<file path="config.mk">
export PLATFORM = sky130hd
export DESIGN_NAME = lidar_frame_parser
export DESIGN_NICKNAME = d
export VERILOG_FILES = /design/src/design/lfp_pkg.sv /design/src/design/lfp_sequencer.sv /design/src/design/lfp_datapath.sv /design/src/design/lidar_frame_parser.sv
export SDC_FILE = /design/constraint.sdc
export NUM_CORES = 1
export LEC_CHECK = 0
export BUFFER_PORTS_ARGS = -buffer_cell sky130_fd_sc_hd__buf_2
export CELL_PAD_IN_SITES_DETAIL_PLACEMENT = 0
export CELL_PAD_IN_SITES_GLOBAL_PLACEMENT = 1
export CORE_ASPECT_RATIO = 1.25
export CORE_UTILIZATION = 52
export DETAILED_ROUTE_END_ITERATION = 10
export GPL_TIMING_DRIVEN = 1
export PLACE_DENSITY_LB_ADDON = 0.15
export SLEW_MARGIN = 25
export SYNTH_ARGS = -nofsm -noshare
export SYNTH_HDL_FRONTEND = slang
export SYNTH_HIERARCHICAL = 1
export SYNTH_SLANG_ARGS = --single-unit
</file>
<file path="constraint.sdc">
create_clock -name clk -period 6.2 [get_ports clk]
set_input_delay 0.93 -clock clk [delete_from_list [all_inputs] [get_ports clk]]
set_output_delay 0.93 -clock clk [all_outputs]
set_load 0.01 [all_outputs]
</file>
<file path="src/design/lfp_pkg.sv">
`default_nettype none

package lfp_pkg;

    localparam int PointsPerFrameDefault = 12;

    localparam logic [7:0] HeaderReset  = 8'd84;
    localparam logic [7:0] VersionReset = 8'd44;
    localparam logic [7:0] CrcPoly      = 8'h4D;

    localparam int CfgIndexW = 8;
    localparam logic [CfgIndexW-1:0] REG_HEADER  = CfgIndexW'(0);
    localparam logic [CfgIndexW-1:0] REG_VERSION = CfgIndexW'(1);

    typedef logic [3:0] step_t;

    // program addresses
    localparam step_t S_HUNT      = 4'd0;
    localparam step_t S_VERSION   = 4'd1;
    localparam step_t S_TEMP_LO   = 4'd2;
    localparam step_t S_TEMP_HI   = 4'd3;
    localparam step_t S_START_LO  = 4'd4;
    localparam step_t S_START_HI  = 4'd5;
    localparam step_t S_DIST_LO   = 4'd6;
    localparam step_t S_DIST_HI   = 4'd7;
    localparam step_t S_INTENSITY = 4'd8;
    localparam step_t S_END_LO    = 4'd9;
    localparam step_t S_END_HI    = 4'd10;
    localparam step_t S_STAMP_LO  = 4'd11;
    localparam step_t S_STAMP_HI  = 4'd12;
    localparam step_t S_CHECK     = 4'd13;
    localparam step_t S_EMIT      = 4'd14;

    typedef enum logic [1:0] {
        CRC_HOLD,
        CRC_UPDATE,
        CRC_CLEAR
    } crc_op_t;

    typedef enum logic [1:0] {
        CNT_HOLD,
        CNT_CLEAR,
        CNT_INC
    } cnt_op_t;

    typedef enum logic [3:0] {
        DST_NONE,
        DST_TEMP_LO,
        DST_TEMP_HI,
        DST_START_LO,
        DST_START_HI,
        DST_DIST_LO,
        DST_DIST_HI,
        DST_POINT,
        DST_END_LO,
        DST_END_HI,
        DST_STAMP_LO,
        DST_STAMP_HI
    } dest_t;

    typedef enum logic [1:0] {
        JC_NONE,
        JC_HDR_MISS,
        JC_VER_MISS,
        JC_MORE_POINTS
    } cond_t;

    typedef struct packed {
        logic    take;
        logic    emit;
        logic    check;
        logic    abort;
        crc_op_t crc_op;
        cnt_op_t cnt_op;
        dest_t   dest;
        cond_t   cond;
        step_t   jump_step;
        step_t   next_step;
    } ctrl_word_t;

    typedef struct packed {
        logic hdr_miss;
        logic ver_miss;
        logic more_points;
    } dp_status_t;

    function automatic logic [7:0] crc8_update(input logic [7:0] crc, input logic [7:0] b);
        logic [7:0] c;
        c = crc ^ b;
        for (int i = 0; i < 8; i++) begin
            if (c[7])
                c = {c[6:0], 1'b0} ^ CrcPoly;
            else
                c = {c[6:0], 1'b0};
        end
        return c;
    endfunction

    function automatic ctrl_word_t byte_word(input dest_t d, input step_t nxt);
        ctrl_word_t w;
        w = '{take: 1'b1, emit: 1'b0, check: 1'b0, abort: 1'b0,
              crc_op: CRC_UPDATE, cnt_op: CNT_HOLD, dest: d, cond: JC_NONE,
              jump_step: S_HUNT, next_step: nxt};
        return w;
    endfunction

    // control store
    function automatic ctrl_word_t ucode_word(input step_t s);
        ctrl_word_t w;
        w = byte_word(DST_NONE, S_HUNT);
        case (s)
            S_HUNT:
            begin
                w.cnt_op = CNT_CLEAR;
                w.cond   = JC_HDR_MISS;
                w.abort  = 1'b1;
                w.next_step = S_VERSION;
            end
            S_VERSION:
            begin
                w.cond  = JC_VER_MISS;
                w.abort = 1'b1;
                w.next_step = S_TEMP_LO;
            end
            S_TEMP_LO:   w = byte_word(DST_TEMP_LO, S_TEMP_HI);
            S_TEMP_HI:   w = byte_word(DST_TEMP_HI, S_START_LO);
            S_START_LO:  w = byte_word(DST_START_LO, S_START_HI);
            S_START_HI:  w = byte_word(DST_START_HI, S_DIST_LO);
            S_DIST_LO:   w = byte_word(DST_DIST_LO, S_DIST_HI);
            S_DIST_HI:   w = byte_word(DST_DIST_HI, S_INTENSITY);
            S_INTENSITY:
            begin
                w = byte_word(DST_POINT, S_END_LO);
                w.cnt_op    = CNT_INC;
                w.cond      = JC_MORE_POINTS;
                w.jump_step = S_DIST_LO;
            end
            S_END_LO:    w = byte_word(DST_END_LO, S_END_HI);
            S_END_HI:    w = byte_word(DST_END_HI, S_STAMP_LO);
            S_STAMP_LO:  w = byte_word(DST_STAMP_LO, S_STAMP_HI);
            S_STAMP_HI:  w = byte_word(DST_STAMP_HI, S_CHECK);
            S_CHECK:
            begin
                w.crc_op    = CRC_CLEAR;
                w.check     = 1'b1;
                w.next_step = S_EMIT;
            end
            S_EMIT:
            begin
                w.take      = 1'b0;
                w.emit      = 1'b1;
                w.crc_op    = CRC_HOLD;
                w.cnt_op    = CNT_INC;
                w.cond      = JC_MORE_POINTS;
                w.jump_step = S_EMIT;
                w.next_step = S_HUNT;
            end
            default:
            begin
                w.take   = 1'b0;
                w.crc_op = CRC_CLEAR;
                w.cnt_op = CNT_CLEAR;
            end
        endcase
        return w;
    endfunction

endpackage

`default_nettype wire

</file>
<file path="src/design/lfp_sequencer.sv">
`default_nettype none

module lfp_sequencer (
    input  wire logic                clk,
    input  wire logic                rst_n,
    input  wire logic                advance,
    input  wire lfp_pkg::dp_status_t status,
    output lfp_pkg::ctrl_word_t      cw,
    output logic                     taken
);
    import lfp_pkg::*;

    step_t step_reg;
    step_t step_next;

    assign cw = ucode_word(step_reg);

    always_comb
    begin
        case (cw.cond)
            JC_NONE:        taken = 1'b0;
            JC_HDR_MISS:    taken = status.hdr_miss;
            JC_VER_MISS:    taken = status.ver_miss;
            JC_MORE_POINTS: taken = status.more_points;
            default:        taken = 1'b0;
        endcase
    end

    always_comb
    begin
        step_next = step_reg;
        if (advance)
            step_next = taken ? cw.jump_step : cw.next_step;
    end

    always_ff @(posedge clk or negedge rst_n)
    begin
        if (!rst_n)
            step_reg <= S_HUNT;
        else
            step_reg <= step_next;
    end

endmodule

`default_nettype wire

</file>
<file path="src/design/lfp_datapath.sv">
`default_nettype none

module lfp_datapath #(
    parameter int POINTS_PER_FRAME = lfp_pkg::PointsPerFrameDefault
) (
    input  wire logic                clk,
    input  wire logic                rst_n,
    input  wire lfp_pkg::ctrl_word_t cw,
    input  wire logic                taken,
    input  wire logic                advance,
    input  wire logic [7:0]          rx_byte,
    input  wire logic [7:0]          header_value,
    input  wire logic [7:0]          version_length_value,
    input  wire logic                out_ready,
    output lfp_pkg::dp_status_t      status,
    output logic                     out_valid,
    output logic [3:0]               point_index,
    output logic [15:0]              distance,
    output logic [7:0]               intensity,
    output logic [15:0]              angle_begin,
    output logic [15:0]              angle_end,
    output logic [15:0]              stamp,
    output logic [15:0]              temperature,
    output logic                     crc_ok,
    output logic [15:0]              good_frames,
    output logic                     last
);
    import lfp_pkg::*;

    localparam int IdxW = (POINTS_PER_FRAME > 1) ? $clog2(POINTS_PER_FRAME) : 1;
    localparam logic [IdxW-1:0] LastIdx = IdxW'(POINTS_PER_FRAME - 1);

    logic [7:0]      crc_reg, crc_next;
    logic [IdxW-1:0] cnt_reg, cnt_next;
    logic [15:0]     good_reg, good_next;
    logic            out_valid_reg, out_valid_next;

    logic [15:0] temp_reg, start_reg, end_reg, stamp_reg;
    logic [7:0]  dist_lo_reg, dist_hi_reg;
    logic        frame_ok_reg;

    logic [23:0] point_mem [POINTS_PER_FRAME];

    logic [3:0]  point_index_reg;
    logic [15:0] distance_reg, start_out_reg, end_out_reg, stamp_out_reg, temp_out_reg;
    logic [7:0]  intensity_reg;
    logic        crc_ok_reg, last_reg;
    logic [15:0] good_out_reg;

    logic fire, load, match_ok, more;

    assign fire     = advance;
    assign load     = fire && cw.emit;
    assign match_ok = (rx_byte == crc_reg);
    assign more     = (cnt_reg != LastIdx);

    assign status.hdr_miss    = (rx_byte != header_value);
    assign status.ver_miss    = (rx_byte != version_length_value);
    assign status.more_points = more;

    always_comb
    begin
        crc_next  = crc_reg;
        cnt_next  = cnt_reg;
        good_next = good_reg;
        if (fire)
        begin
            if (taken && cw.abort)
                crc_next = 8'd0;
            else
            begin
                case (cw.crc_op)
                    CRC_HOLD:   crc_next = crc_reg;
                    CRC_UPDATE: crc_next = crc8_update(crc_reg, rx_byte);
                    CRC_CLEAR:  crc_next = 8'd0;
                    default:    crc_next = crc_reg;
                endcase
            end
            case (cw.cnt_op)
                CNT_HOLD:  cnt_next = cnt_reg;
                CNT_CLEAR: cnt_next = '0;
                // wrap after the last point so the next pass starts at zero
                CNT_INC:   cnt_next = more ? cnt_reg + 1'b1 : '0;
                default:   cnt_next = cnt_reg;
            endcase
            if (cw.check && match_ok)
                good_next = good_reg + 16'd1;
        end
    end

    always_comb
    begin
        out_valid_next = out_valid_reg;
        if (load)
            out_valid_next = 1'b1;
        else if (out_ready)
            out_valid_next = 1'b0;
    end

    always_ff @(posedge clk or negedge rst_n)
    begin
        if (!rst_n)
        begin
            crc_reg       <= 8'd0;
            cnt_reg       <= '0;
            good_reg      <= 16'd0;
            out_valid_reg <= 1'b0;
        end
        else
        begin
            crc_reg       <= crc_next;
            cnt_reg       <= cnt_next;
            good_reg      <= good_next;
            out_valid_reg <= out_valid_next;
        end
    end

    // frame fields, captured byte by byte
    always_ff @(posedge clk)
    begin
        if (fire && !taken)
        begin
            case (cw.dest)
                DST_TEMP_LO:  temp_reg  <= {8'd0, rx_byte};
                DST_TEMP_HI:  temp_reg  <= {rx_byte, temp_reg[7:0]};
                DST_START_LO: start_reg <= {8'd0, rx_byte};
                DST_START_HI: start_reg <= {rx_byte, start_reg[7:0]};
                DST_DIST_LO:  dist_lo_reg <= rx_byte;
                DST_DIST_HI:  dist_hi_reg <= rx_byte;
                DST_END_LO:   end_reg   <= {8'd0, rx_byte};
                DST_END_HI:   end_reg   <= {rx_byte, end_reg[7:0]};
                DST_STAMP_LO: stamp_reg <= {8'd0, rx_byte};
                DST_STAMP_HI: stamp_reg <= {rx_byte, stamp_reg[7:0]};
                default:      ;
            endcase
        end
        if (fire && cw.check)
            frame_ok_reg <= match_ok;
    end

    // point store: written once per point on its intensity byte
    always_ff @(posedge clk)
    begin
        if (fire && cw.dest == DST_POINT)
            point_mem[cnt_reg] <= {rx_byte, dist_hi_reg, dist_lo_reg};
    end

    always_ff @(posedge clk)
    begin
        if (load)
        begin
            point_index_reg <= 4'(cnt_reg);
            distance_reg    <= point_mem[cnt_reg][15:0];
            intensity_reg   <= point_mem[cnt_reg][23:16];
            start_out_reg   <= start_reg;
            end_out_reg     <= end_reg;
            stamp_out_reg   <= stamp_reg;
            temp_out_reg    <= temp_reg;
            crc_ok_reg      <= frame_ok_reg;
            good_out_reg    <= good_reg;
            last_reg        <= !more;
        end
    end

    assign out_valid   = out_valid_reg;
    assign point_index = point_index_reg;
    assign distance    = distance_reg;
    assign intensity   = intensity_reg;
    assign angle_begin = start_out_reg;
    assign angle_end   = end_out_reg;
    assign stamp       = stamp_out_reg;
    assign temperature = temp_out_reg;
    assign crc_ok      = crc_ok_reg;
    assign good_frames = good_out_reg;
    assign last        = last_reg;

endmodule

`default_nettype wire

</file>
<file path="src/design/lidar_frame_parser.sv">
// Byte-serial lidar frame parser. Each accepted input word is one received
// byte of a frame of 6 + 3*POINTS_PER_FRAME + 5 bytes (47 for 12 points):
// header, version/length, temperature, start angle, the points (distance,
// intensity), end angle, timestamp and a CRC-8 (poly 0x4D, init 0). A header
// or version byte that does not match the programmed value sends the parser
// back to header hunt. After the CRC byte the block emits POINTS_PER_FRAME
// point words through an output register, one per cycle while that register
// is free, and takes no input during that burst; the microcode emit step,
// which reads one point store entry per emitted word, sets this.
// Registers: index 0 header byte (reset 84), index 1 version byte (reset 44);
// write them only while the parser is idle.
`default_nettype none

module lidar_frame_parser #(
    parameter int POINTS_PER_FRAME = lfp_pkg::PointsPerFrameDefault
) (
    input  wire logic                         clk,
    input  wire logic                         rst_n,
    input  wire logic                         cfg_valid,
    output logic                              cfg_ready,
    input  wire logic [lfp_pkg::CfgIndexW-1:0] cfg_index,
    input  wire logic [7:0]                   cfg_data,
    input  wire logic                         in_valid,
    output logic                              in_ready,
    input  wire logic [7:0]                   rx_byte,
    output logic                              out_valid,
    input  wire logic                         out_ready,
    output logic [3:0]                        point_index,
    output logic [15:0]                       distance,
    output logic [7:0]                        intensity,
    output logic [15:0]                       angle_begin,
    output logic [15:0]                       angle_end,
    output logic [15:0]                       stamp,
    output logic [15:0]                       temperature,
    output logic                              crc_ok,
    output logic [15:0]                       good_frames,
    output logic                              last
);
    import lfp_pkg::*;

    ctrl_word_t cw;
    dp_status_t status;
    logic       taken;
    logic       advance;
    logic [7:0] header_reg, version_reg;

    assign cfg_ready = 1'b1;

    always_ff @(posedge clk or negedge rst_n)
    begin
        if (!rst_n)
        begin
            header_reg  <= HeaderReset;
            version_reg <= VersionReset;
        end
        else if (cfg_valid)
        begin
            // drop writes to unknown indexes
            if (cfg_index == REG_HEADER)
                header_reg <= cfg_data;
            else if (cfg_index == REG_VERSION)
                version_reg <= cfg_data;
        end
    end

    assign in_ready = cw.take;

    // a byte step advances on an accepted word, an emit step when the
    // output register is free
    always_comb
    begin
        if (cw.take)
            advance = in_valid;
        else if (cw.emit)
            advance = !out_valid || out_ready;
        else
            advance = 1'b1;
    end

    lfp_sequencer u_seq (
        .clk     (clk),
        .rst_n   (rst_n),
        .advance (advance),
        .status  (status),
        .cw      (cw),
        .taken   (taken)
    );

    lfp_datapath #(
        .POINTS_PER_FRAME (POINTS_PER_FRAME)
    ) u_dp (
        .clk                  (clk),
        .rst_n                (rst_n),
        .cw                   (cw),
        .taken                (taken),
        .advance              (advance),
        .rx_byte              (rx_byte),
        .header_value         (header_reg),
        .version_length_value (version_reg),
        .out_ready            (out_ready),
        .status               (status),
        .out_valid            (out_valid),
        .point_index          (point_index),
        .distance             (distance),
        .intensity            (intensity),
        .angle_begin          (angle_begin),
        .angle_end            (angle_end),
        .stamp                (stamp),
        .temperature          (temperature),
        .crc_ok               (crc_ok),
        .good_frames          (good_frames),
        .last                 (last)
    );

endmodule

`default_nettype wire

</file>
==> flow_metrics.tcl <==
set metrics [dict create \
    status "completed" \
    crit_fanout 16 \
    die_h_microns 223 \
    cts_setup_buffers 0 \
    netSwitchingFraction_pct 26.3 \
    p_per_area_nw_per_um2 392 \
    cts_max_path_buffers 3 \
    grt_max_degree 66 \
    cts_made_buffers 49 \
    maxSlewHeadroom_pct 33.5 \
    via_per_inst 5.67 \
    multi_input_area_sq_um 4420 \
    synthCells 1056 \
    layoutNonFillerInstCount 1748 \
    clockPowerShare_pct 32.4 \
    cts_resized 0 \
    leakagePower_nw 8.06 \
    via_count 9903 \
    fin_crit_ns 4.02 \
    tightestPinTransition_ns 0.992 \
    required_ns 6.44 \
    crit_arrival_ns 4.27 \
    seqCellArea_sq_um 15600 \
    max-vdd-ir-drop_v 0.000225 \
    placementRows 80 \
    p_int_mw 6.69 \
    whs_ns 0.420 \
    antennaDiodeCount 0 \
    cts_tree "done" \
    rsz0062_at_grt "no" \
    p_comb_share_pct 18.4 \
    drcViolationCount 0 \
    ios 142 \
    drt_iter0_markers 761 \
    path_class "flop to flop" \
    report.final.slew_viol_count 0 \
    layout_commonest_cell "edfxtp_1" \
    htree_num_levels 2 \
    seq_power_share_pct 49.2 \
    clock_sinks 528 \
    ant_nets 0 \
    gp_congestion 0.781 \
    cp-end-kind "flop" \
    firstDrtPassIters 5 \
    dieWidth_microns 179 \
    fillerInstances 2828 \
    clkSlewWorstSetupHoldPaths_ns 0.07 \
    drv_cap 0 \
    initial_core_util_pct 52.9 \
    nNetsFinal 1253 \
    grt_pass1_wl_mm 62.3 \
    p_switching_mw 2.38 \
    antenna_found_initial 0 \
    clk_latency_ns 0.57 \
    core-area_sq_um 38300 \
    avgSynthCellArea_sq_um 19.2 \
    setup_viol_count_final 0 \
    finalCritPeriodShare_pct 64.8 \
    drive_gt1_share_pct 26.8 \
    postCtsHoldBufs 0 \
    root_buffer "clkbuf_16" \
    start_kind "flop" \
    hpwl_mm 24.2 \
    largest_reg_flops 288 \
    dp_cells 1659 \
    fin_worst_skew_ns 0.0146 \
    synthesis.nets 1091 \
    yosysWarnings 6 \
    layout_common_cells "479 x edfxtp_1, 140 x buf_2, 51 x clkbuf_16" \
    grtUsageTotal_pct 21.5 \
    grt_pass1_vias 10220 \
    dieArea_sq_um 39800 \
    wirelength_mm 41.2 \
    tns_ns 0 \
    syn_to_final_growth_pct 14.2 \
    hold_viol 0 \
    hold_class "flop to flop" \
    synth_area_sq_um 20300 \
    fmax_mhz 249 \
    portBuffers 140 \
    grt_overflow 0 \
    wl_per_cell_microns 23.6 \
]
[final cells by class]
class / count / area share (%)
clock buffers: 62 / 5.69
clock inverters: 27 / 1.08
inverters: 15 / 0.243
multi-input cells: 460 / 19.1
flip-flops and latches: 528 / 67.4
well taps: 492 / 2.66
repair buffers: 164 / 3.80
[through the flow]
step	setup slack [ns]	total power [mW]	cell area (sq um)	utilization [%]
after floorplan	1.51	5.71	20300	-
after global placement	2.08	6.19	21600	56.3
after detailed placement	1.86	6.22	21600	56.3
after CTS	2.23	9.16	23200	60.4
after global routing	1.96	9.44	23200	60.4
final	2.18	9.08	23200	60.4
[path summary, 6_finish.rpt]
check | start | to | slack (ns) | cells past startpoint
setup reg to reg | u_seq/step_reg[0] | u_dp/point_mem[7][1] | 2.18 | 6
max in group asynchronous | rst_n | u_dp/cnt_reg[1] | 5.23 | 2
min in group asynchronous | rst_n | u_seq/step_reg[2] | 0.47 | 2
setup / recovery | u_seq/step_reg[0] | u_dp/point_mem[7][1] | 2.18 | 6
hold reg to reg | u_dp/stamp_reg[4] | u_dp/stamp[4] | 0.42 | 0
hold / removal | u_dp/stamp_reg[4] | u_dp/stamp[4] | 0.42 | 0
[power groups by stage]
stage	logic, mW	registers [mW]	clock network (mW)
floorplan	1.29	4.42	0
global placement	1.65	4.53	0
detailed placement	1.69	4.53	0
CTS	1.69	4.46	3.00
global route	1.83	4.49	3.12
finish	1.67	4.46	2.94
[layer usage]
metal	global-route usage (%)	part of all wire (%)	vias up
met1	27.9	40	5109
met5	0	0	-
met3	3.03	4.5	66
li1	-	-	4488
met4	6.59	2.4	0
met2	37.5	53	240
[worst max-delay path: stages, from the launching register on]
cell      delay (ns)
dfrtp_1         0.53
or2_2           0.40
o22ai_1         0.76
nand2b_1        0.18
or3_1           0.54
nor3_2          0.84
buf_4           0.42
Power figures use the tool's default switching activity.
